### config.mk
export PLATFORM = sky130hd
export DESIGN_NAME = mvva_delay
export DESIGN_NICKNAME = d
export VERILOG_FILES = /design/src/sv/mvva_delay.sv
export SDC_FILE = /design/constraint.sdc
export NUM_CORES = 1
export LEC_CHECK = 0
export BUFFER_PORTS_ARGS = -buffer_cell sky130_fd_sc_hd__clkbuf_2
export CAP_MARGIN = 25
export CORE_UTILIZATION = 35
export DETAILED_ROUTE_END_ITERATION = 10
export PLACE_DENSITY = 0.65
export SKIP_LAST_GASP = 1
export SLEW_MARGIN = 20
export SYNTH_ARGS = -nofsm -noshare
export SYNTH_HDL_FRONTEND = slang
export SYNTH_SLANG_ARGS = --single-unit
### constraint.sdc
create_clock -name clk_i -period 0.8 [get_ports clk_i]
set_input_delay 0.16 -clock clk_i [delete_from_list [all_inputs] [get_ports clk_i]]
set_output_delay 0.16 -clock clk_i [all_outputs]
set_load 0.01 [all_outputs]
### src/sv/mvva_delay.sv
// Enabled delay line of fixed depth, used to align side data with the long units.
// No dependencies.
`timescale 1ns / 1ps
module mvva_delay #(
  parameter int unsigned WIDTH = 8,
  parameter int unsigned DEPTH = 2
) (
  input  logic             clk_i,
  input  logic             en_i,
  input  logic [WIDTH-1:0] d_i,
  output logic [WIDTH-1:0] q_o
);

  logic [WIDTH-1:0] sh_q [DEPTH];

  always_ff @(posedge clk_i) begin
    if (en_i) begin
      sh_q[0] <= d_i;
      for (int k = 1; k < DEPTH; k++) begin
        sh_q[k] <= sh_q[k-1];
      end
    end
  end

  assign q_o = sh_q[DEPTH-1];

endmodule

**After elaboration in Yosys (flattened, before gate mapping)**

Memories as Yosys holds them, arrays and structs flattened.
Cells that the tools add are included.

- Mux-type cells: 2

Operators by type and width:

| operator | number |
|---|---|
| $mux 1 | 2 |

- Register bits after elaboration: 0
- Bits in writable memories: 16
- Output and inout port bits: 8
- Word-level logic and storage cells: 3
- Memories: 1

Memories:

| name | depth | bits a word | read ports | clocked after memory_dff | wr ports | line | source |
|---|---|---|---|---|---|---|---|
| sh_q | 2 | 8 | 2 | 0 | 2 | 14 | `logic [WIDTH-1:0] sh_q [DEPTH];` |

**Logic depth before layout (Yosys ltp)**

- Depth after elaboration: 2
- Mapped depth: 1
- Gate-level depth less buffers: 0

**Worst setup path after synthesis**

Ideal clock, no wire load.

- Path type: register to output
- Start point: memory sh_q[1][0] (netlist: sh_q[0][8])
- End point: output q_o[0]
- Arrival: 0.476 ns
- Data required time: 0.640 ns
- Slack: 0.164 ns
- Stages on the path, launching flop included: 2
- Path through: edfxtp_1 -> buf_4

RTL lines:

| element | line | source |
|---|---|---|
| start, declared | 14 |  |
| end, declared | 11 | `output logic [WIDTH-1:0] q_o` |

==> results_dict.tcl <==
set metrics [dict create \
    run_status "finished with violations" \
    violated_checks "setup timing" \
    layout_setup_ws_ns -0.140 \
    total_power_w 0.00147 \
    ctsHtreeMaxLevel 1 \
    worst_ir_drop_vdd_v 0.000894 \
    num-multi-input-gates 0 \
    core-area_um2 1370 \
    cts_setup_buffers 0 \
    syn_to_final_growth_pct 17.8 \
    power.leakage_nw 0.260 \
    mappedNetlistArea_um2 541 \
    min-delay-start "d_i[3]" \
    die_extent_in_x_um 41.3 \
    timing.critical_path.max_delay_family "flip-flops" \
    numCtsBuffers 3 \
    routabilityCongestion 0.621 \
    largest_reg_flops 16 \
    worst-endpoint-required_ns 0.64 \
    wire_length_of_the_first_global_routing_pass_um 800 \
    reg2reg_setup_slack_ns 0.17 \
    routed-via-count 235 \
    yosys-mux-area-fraction_pct 0 \
    synth_area_per_cell_um2 22.5 \
    setup.worst_path.start_class "flop" \
    buffers_and_inverters_on_the_worst_path 1 \
    drt-wirelength-per-cell_um 10.4 \
    report.final.setup_viol 8 \
    power.density_cell_area_nw_per_um2 2320 \
    critPathMaxStageDelay_ns 0.38 \
    num_io_pins 18 \
    clock_tree_from_tritoncts "yes" \
    synth_xor_xnor_area_share_pct 0 \
    mostFrequentLayoutCell "sky130_fd_sc_hd__clkbuf_2" \
    synth_adder_area_share_pct 0 \
    timing.max_cap.violations 0 \
    pwr-share-seq_pct 68.3 \
    final_net_count 52 \
    avgViaCountPerCell 4.27 \
    worstPathCellList "clkbuf_2" \
    register_name_with_the_most_flops "sh_q" \
    worstHoldPathType "in2reg" \
    clockRootBuffer "sky130_fd_sc_hd__clkbuf_4" \
    antenna_violating_nets_post_route 0 \
    commonest_non_fill_non_tap_cells_in_the_layout "sky130_fd_sc_hd__clkbuf_2 (17), sky130_fd_sc_hd__edfxtp_1 (16), sky130_fd_sc_hd__buf_4 (4), sky130_fd_sc_hd__clkbuf_4 (3)" \
    n_antenna_cell 0 \
    final.fill_count 128 \
    worstPathArrival_ns 0.78 \
    timing_max_transition_violations_final 0 \
    cellInternalPower_w 0.00121 \
    endpoint_kind "output pin" \
    worstSetupPathType "reg2out" \
    yosys_warnings 0 \
    r2r.worst_path.cells 0 \
    comb_power_share_pct 6.0 \
    gr-total-overflow 0 \
    min_delay_path_depth 1 \
    post_syn_nets 34 \
    synth-simple-area-share_pct 0 \
    dp.cells 52 \
    floorplan.rows 13 \
    multi_input_comb_area_um2 0 \
    largest_net_degree_at_the_start_of_global_routing 9 \
    cts-root-to-sink-buffers 2 \
    hpwlAfterDp_um 493 \
    synth_top_family_by_area "buffers and inverters" \
    timing.final.hold_violations 0 \
    r2r-start "sh_q[0][1]" \
    final_util_pct 46.6 \
    drtIter0Drc 0 \
    cp_max_fo 1 \
    synth.lib_cells_used.distinct 2 \
    drc 0 \
    worst_setup_hold_path_clk_slew_ns 0.08 \
    power.clock.fraction_pct 25.7 \
    hold_end "sh_q[0][3]" \
    placement_setup_slack_ns 0.0910 \
    slew_headroom_pct 94.8 \
    number_of_antenna_violations_at_the_first_check_in_global_routing 0 \
    rsz0062_at_grt "true" \
    reg.largest.list "sh_q x16" \
    netSwitchingFraction_pct 17.9 \
    period_minus_slack_ns 0.940 \
    initial_utilization_pct 39.6 \
    numClockSinks 16 \
    grtUsageTotal_pct 8.24 \
    drtPass1Iterations 1 \
    totalWireLength_um 571 \
    cts_hold_bufs 0 \
    crit_path_top_delay_cell "sky130_fd_sc_hd__edfxtp_1" \
    timing.fmax_mhz 1060 \
    chip_height_um 41.3 \
    number_of_global_route_vias_before_repair 221 \
    post_layout_nonfiller_instances 55 \
    ys_seq_elements 16 \
    finalCritPeriodShare_pct 118 \
    regToRegEndpoint "sh_q[0][9]" \
    total_switching_power_w 0.000263 \
    placement.io_buffers 17 \
    tightestPinTransition_ns 0.0781 \
    synth_compound_gate_area_share_pct 0 \
    clock_skew_ns 0.00302 \
    final_layout_size_suffix_gt1_share_pct 60.0 \
    post_synth_inst_count 24 \
    fp.dieArea_um2 1710 \
    synth_seq_area_share_pct 88.9 \
    clkLatencyLatePin_ns 0.27 \
]
## area by class of cell
cell class	instances	area, um2	share of cell area [%]
timing repair buffer	21	115	18.1
tap	15	18.8	2.95
clock buffer	3	22.5	3.54
sequential	16	480	75.4
## how the worst max path moves through the flow
| stage | endpoint | from | slack (ns) | cells after the start |
|---|---|---|---|---|
| 2_1_floorplan | q_o[0] | sh_q[0][8] | 0.16 | 1 |
| 3_3_place_gp | sh_q[0][3] | en_i | 0.1 | 2 |
| 3_5_place_dp | sh_q[0][6] | en_i | 0.09 | 2 |
| 4_1_cts | q_o[6] | sh_q[0][14] | -0.17 | 1 |
| 5_1_grt | q_o[3] | sh_q[0][11] | -0.19 | 1 |
| 6_report | q_o[6] | sh_q[0][14] | -0.14 | 1 |
## cells by family after synthesis
group,count (synthesis)
buf+inv,8
flops,16
## cells in the mapped netlist, drive strengths merged
cell    instances  area [um2]
edfxtp         16         480
buf             8        60.1
## power by group through the flow
| stage | clock network [W] | registers [W] | logic, W |
|---|---|---|---|
| after floorplan | 0 | 0.00102 | 0.0000508 |
| after CTS | 0.000398 | 0.00101 | 0.0000907 |
| after global placement | 0 | 0.00102 | 0.0000859 |
| final | 0.000380 | 0.00101 | 0.0000878 |
| after global routing | 0.000432 | 0.00101 | 0.0000981 |
| after detailed placement | 0 | 0.00103 | 0.0000907 |
## repair_timing
item                                    CTS  global route
gates resized for setup                   0             0
endpoints found under the setup margin    8             8
pin swaps                                 0             0
## metrics by stage
step,area (um2),setup TNS [ns],hold WS [ns]
finish,637,-1.04,0.0577
global route,637,-1.37,0.0410
CTS,637,-1.17,0.0499
detailed placement,614,0,0.339
global placement,614,0,0.337
floorplan,541,0,0.259
## layer usage
metal	track usage, %	wire [um]
met1	6.74	188
met5	0	0
met2	14.8	282
met4	9.68	14
met3	1.60	86
(Power assumes the default switching activity.)
