--- src/sv/mvva_pkg.sv ---
// Package for the mixed Voronoi vertex area block: word types, widths, latencies.
// No dependencies; used by every other file of the block except mvva_delay.
`timescale 1ns / 1ps
package mvva_pkg;

  localparam int unsigned COORD_W   = 16;
  localparam int unsigned AREA_W    = 33;
  localparam int unsigned MUL_W     = 36;   // operand width of the split multiplier
  localparam int unsigned SQ_W      = 70;   // squared cross magnitude, numerators
  localparam int unsigned ROOT_W    = 36;
  localparam int unsigned DEN_W     = 39;
  localparam int unsigned SQRT_LAT  = ROOT_W;
  localparam int unsigned DIV_LAT   = AREA_W + 1;
  localparam int unsigned PIPE_LAT  = 7 + SQRT_LAT + DIV_LAT + 1;

  typedef struct packed {
    logic signed [COORD_W-1:0] a_x;
    logic signed [COORD_W-1:0] a_y;
    logic signed [COORD_W-1:0] a_z;
    logic signed [COORD_W-1:0] b_x;
    logic signed [COORD_W-1:0] b_y;
    logic signed [COORD_W-1:0] b_z;
    logic signed [COORD_W-1:0] c_x;
    logic signed [COORD_W-1:0] c_y;
    logic signed [COORD_W-1:0] c_z;
  } in_word_t;

  typedef struct packed {
    logic [AREA_W-1:0] area_a;
    logic [AREA_W-1:0] area_b;
    logic [AREA_W-1:0] area_c;
    logic              degenerate;
  } out_word_t;

  // per-triangle case flags carried alongside the long arithmetic
  typedef struct packed {
    logic degen;
    logic obt_a;
    logic obt_b;
    logic obt_c;
  } case_flags_t;

endpackage

--- src/sv/mvva_mul.sv ---
// Two-stage unsigned multiplier: 18x18 partial products, then their sum.
// Depends on mvva_pkg.
`timescale 1ns / 1ps
module mvva_mul (
  input  logic                          clk_i,
  input  logic                          en_i,
  input  logic [mvva_pkg::MUL_W-1:0]    a_i,
  input  logic [mvva_pkg::MUL_W-1:0]    b_i,
  output logic [2*mvva_pkg::MUL_W-1:0]  p_o
);

  localparam int unsigned H = mvva_pkg::MUL_W / 2;

  logic [2*H-1:0]                   ll_q, lh_q, hl_q, hh_q;
  logic [2*mvva_pkg::MUL_W-1:0]     p_q;

  // partial products
  always_ff @(posedge clk_i) begin
    if (en_i) begin
      ll_q <= a_i[H-1:0] * b_i[H-1:0];
      lh_q <= a_i[H-1:0] * b_i[2*H-1:H];
      hl_q <= a_i[2*H-1:H] * b_i[H-1:0];
      hh_q <= a_i[2*H-1:H] * b_i[2*H-1:H];
    end
  end

  // recombine
  always_ff @(posedge clk_i) begin
    if (en_i) begin
      p_q <= {hh_q, ll_q}
           + ({{(2*H){1'b0}}, lh_q} << H)
           + ({{(2*H){1'b0}}, hl_q} << H);
    end
  end

  assign p_o = p_q;

endmodule

--- config.mk ---
export PLATFORM = sky130hd
export DESIGN_NAME = mvva_mul
export DESIGN_NICKNAME = d
export VERILOG_FILES = /design/src/sv/mvva_pkg.sv /design/src/sv/mvva_mul.sv
export SDC_FILE = /design/constraint.sdc
export NUM_CORES = 2
export LEC_CHECK = 0
export BUFFER_PORTS_ARGS = -buffer_cell sky130_fd_sc_hd__buf_2
export CORE_MARGIN = 1.5
export CORE_UTILIZATION = 50
export DETAILED_ROUTE_END_ITERATION = 6
export PLACE_DENSITY = 0.68
export SLEW_MARGIN = 20
export SYNTH_ARGS = -nofsm -noshare
export SYNTH_HDL_FRONTEND = slang
export SYNTH_SLANG_ARGS = --single-unit
--- constraint.sdc ---
create_clock -name clk_i -period 7.65 [get_ports clk_i]
set_input_delay 1.53 -clock clk_i [delete_from_list [all_inputs] [get_ports clk_i]]
set_output_delay 1.53 -clock clk_i [all_outputs]
set_load 0.01 [all_outputs]
# Word level (Yosys, flattened, before mapping)

Index checks and enable logic that the tools add are counted.

Output and inout bits: 72
Input bits: 74
Flip-flop bits (word level): 216
Logic and storage cells: 11

Add/subtract/negate cells: 2
$mul: 4

Operator list:

| kind           | number |
|---|---|
| $add 72x54->72 | 2 |
| $mul 18x18->36 | 4 |

# Depth between registers and ports, before layout

Depth in word-level cells: 2
Mapped depth: 26
Gate-level depth less buffers: 24

# Least setup slack after synthesis

Ideal clock, no wire load.

Kind: input-to-reg
Start point: input a_i[10] (netlist name)
End point: register ll_q[35] (data pin)
Path slack: 0.104 ns
Arrival time: 7.286 ns
Required time: 7.391 ns
Stages on the path: 23
Path buffers: 2
Setup time: 0.259 ns
Cell sequence: clkbuf_1 clkbuf_1 nand2_1 fa_1 fa_1 fa_1 fa_1 inv_1 fa_1 inv_1 fa_1 inv_1 ha_1 a21oi_1 o211a_1 a21oi_1 o211ai_1 a31oi_1 a2111o_1 a211oi_2 o21ai_1 a21oi_1 xnor2_1

Cells in the longest elaborated chain, start to end: 1

Ends and longest elaborated chain:

| item                 | RTL line       | RTL |
|---|---|---|
| from (decl)          | mvva_mul.sv:7  | `input logic [mvva_pkg::MUL_W-1:0] a_i,` |
| $mul 18x18->36       | mvva_mul.sv:20 | `ll_q <= a_i[H-1:0] * b_i[H-1:0];` |
| to (signal assigned) | mvva_mul.sv:20 |  |
| to (decl)            | mvva_mul.sv:14 | `logic [2*H-1:0] ll_q, lh_q, hl_q, hh_q;` |

Every way passes these cells.
A chain may end at the register's enable or synchronous reset.

# Worst setup path after layout

Start point: input b_i[24] (netlist name)
End point: register lh_q[33] (data pin)

Cells in the longest elaborated chain, start to end: 1

Ends and longest elaborated chain:

| item                 | RTL line       | RTL |
|---|---|---|
| from (decl)          | mvva_mul.sv:8  | `input logic [mvva_pkg::MUL_W-1:0] b_i,` |
| $mul 18x18->36       | mvva_mul.sv:21 | `lh_q <= a_i[H-1:0] * b_i[2*H-1:H];` |
| to (signal assigned) | mvva_mul.sv:21 |  |
| to (decl)            | mvva_mul.sv:14 |  |

Every way passes these cells.

==> metrics.md <==
| Metric | Value |
|---|---|
| Routed length per instance | 19.0 um |
| Die X | between 300 and 400 um |
| Skew final | 0.0340 ns |
| Clock period minus worst slack | ~7.3 ns |
| Starting Density | 50.3% |
| Layout cell share with drive strength beyond 1 | 10.0% |
| Critical Path Start Type | input port |
| CTS Hold Bufs | 0 |
| Post-Syn Area | between 50000 and 60000 um^2 |
| Initial antenna violation count | 26 |
| Max Freq | ~140 MHz |
| H-tree level count | 1 |
| Largest net degree at the start of global routing | 95 |
| Placed cell count | 7020 |
| Kind of critical path | input port to flip-flop |
| Final period utilization | 95.7% |
| Num CTS Buffers | 27 |
| Crit-path max FO | 11 |
| Overflow after GRT | 0 |
| Max Slew Vio Count | 0 |
| Critical Path Most Common Cell | fa_1 |
| Synth Instances | 5428 |
| Relative slew slack | 39.0% |
| FF+latch count, synth | 216 |
| CTS tree | built |
| Clock Tree Root | clkbuf_16 |
| Global-route wire length before repair | 218 mm |
| CP delay by family, top | adder cells |
| Run status | finished clean |
| Register area share after synthesis | between 10% and 20% |
| Worst Setup End Kind | flip-flop |
| Die area | 104000 um^2 |
| Syn_nets | 7039 |
| Reg2Reg Setup Slack | 2.90 ns |
| Min-Delay Path Class | flip-flop to flip-flop |
| Leading cell type in the layout, fill and taps excluded | inv_1 |
| Cts repair resizes | 0 |
| Critical-path top delay cell | fa_1 |
| Synth warn | 0 |
| Critical Path RT | 8.00 ns |
| Port bufs | around 150 |
| Max_cap viols | 0 |
| Tot GR Track Use | 27.0% |
| Unrepaired setup endpoints after global routing | no |
| First DRT Iteration DRCs | 2390 |
| Slowest stage delay, CP | between 0.5 and 0.6 ns |
| Nets | 7292 |
| Num rows | 117 |
| Clk_lat worst skew | 0.60 ns |
| Netlist cell types | 76 |
| Clock tree buffer depth | 3 |
| Placer Congestion | between 0.9 and 1 |
| Leading cell types in the layout, fill and taps excluded | 1219 x inv_1, 1061 x fa_1, 829 x nand2_1, 555 x and2_1, 476 x ha_1 |
| CTS Sinks | roughly 220 |
| Via count | 37311 |
| Ports | 146 |
| DP Wirelength | about 110 mm |
| Post-synthesis async set-or-reset flop share | 0% |
| Postcts setup bufs | 0 |
| DR vias/cell | 5.27 |
| Final antenna-violating net count | 0 |
| Clock slew at reported path FFs | 0.06 ns |
| Hold Violations, Final | 0 |
| Slew @ Worst Pin | approximately 0.9 ns |
| EDFF count, synth | 216 |
| Chip Height | around 320 um |
| Post-Layout Cell Count | between 7000 and 8000 |
| Critical path arrival | 7.67 ns |
| Drc violations | 0 |
| Bufs and invs on worst path | 7 |
| Vias in the first global route | roughly 40000 |
| DR pass1 iterations | 5 |
| Synthesized area per cell | 9.44 um^2 |
| Synth-to-layout area growth | 10.5% |
| # setup viols final | 0 |
| Core area | 102000 um^2 |
| Top_reg_cell synth | edfxtp_1 |
| DRT Wirelength | ~130 mm |
==> area by class of cell <==
class	instances	area, um^2
Tap cell	1368	1710
Inverter	1219	4580
Fill cell	8977	45100
Timing Repair Buffer	502	3840
Clock inverter	20	160
Sequential cell	216	6490
Multi-Input combinational cell	3715	39100
Clock buffer	29	683
Antenna cell	11	27.5
==> state kept, by name (all words and copies together) (netlist names) <==
name and count:
hh_q 36, hl_q 36, lh_q 36, ll_q 36, p_o 72
==> layer usage <==
metal	GRT usage, %	up-vias	share of wire [%]
li1	-	16760	-
met5	0	-	0.051
met3	5.27	254	8.4
met1	36.9	18991	42
met2	43.5	1292	46
met4	8.82	14	3.5
==> worst paths after layout <==
check | start | cells after the start | to
worst min register to register | ll_q[11] | 0 | p_o[11]
worst max register to register | lh_q[1] | 14 | p_o[69]
worst min-delay path | ll_q[11] | 0 | p_o[11]
worst max-delay path | b_i[24] | 25 | lh_q[33]
==> Yosys cell counts, drive strengths merged, types with 22 or more instances <==
| library cell | n | area, um^2 |
|---|---|---|
| and2 | 555 | 3470 |
| xor2 | 45 | 394 |
| xnor2 | 121 | 1060 |
| ha | 476 | 5960 |
| nor3 | 24 | 125 |
| o21ai | 68 | 340 |
| nand3 | 27 | 135 |
| a21oi | 124 | 636 |
| inv | 1219 | 4580 |
| clkbuf | 276 | 1040 |
| a21o | 64 | 483 |
| nand2b | 22 | 140 |
| nand2 | 829 | 3110 |
| edfxtp | 216 | 6490 |
| nor2 | 78 | 293 |
| fa | 1061 | 21200 |
==> logic make-up after synthesis <==
kind of cell / share of synthesized area (%)
AOI/OAI and AO/OA: 5.14
xor gates and xnor gates: 2.84
adders and majority gates: 53.1
buffers and inverters: 11.0
DFF: 12.7
and+or+nand+nor: 15.3
==> metrics by stage <==
| step | utilization (%) | cell area [um^2] | setup WS, ns | hold slack (ns) | TNS (ns) |
|---|---|---|---|---|---|
| after floorplan | - | 51200 | 0.104 | 0.400 | 0 |
| after global placement | 54.8 | 55700 | -0.112 | 0.403 | -0.851 |
| after detailed placement | 54.8 | 55700 | -0.240 | 0.405 | -2.75 |
| after CTS | 55.6 | 56600 | 0.386 | 0.419 | 0 |
| after global routing | 55.6 | 56600 | 0.0685 | 0.427 | 0 |
| final | 55.6 | 56600 | 0.331 | 0.419 | 0 |
Power is not shown: default switching activity piles up to over one toggle a cycle in this logic, so the estimate is an artifact.
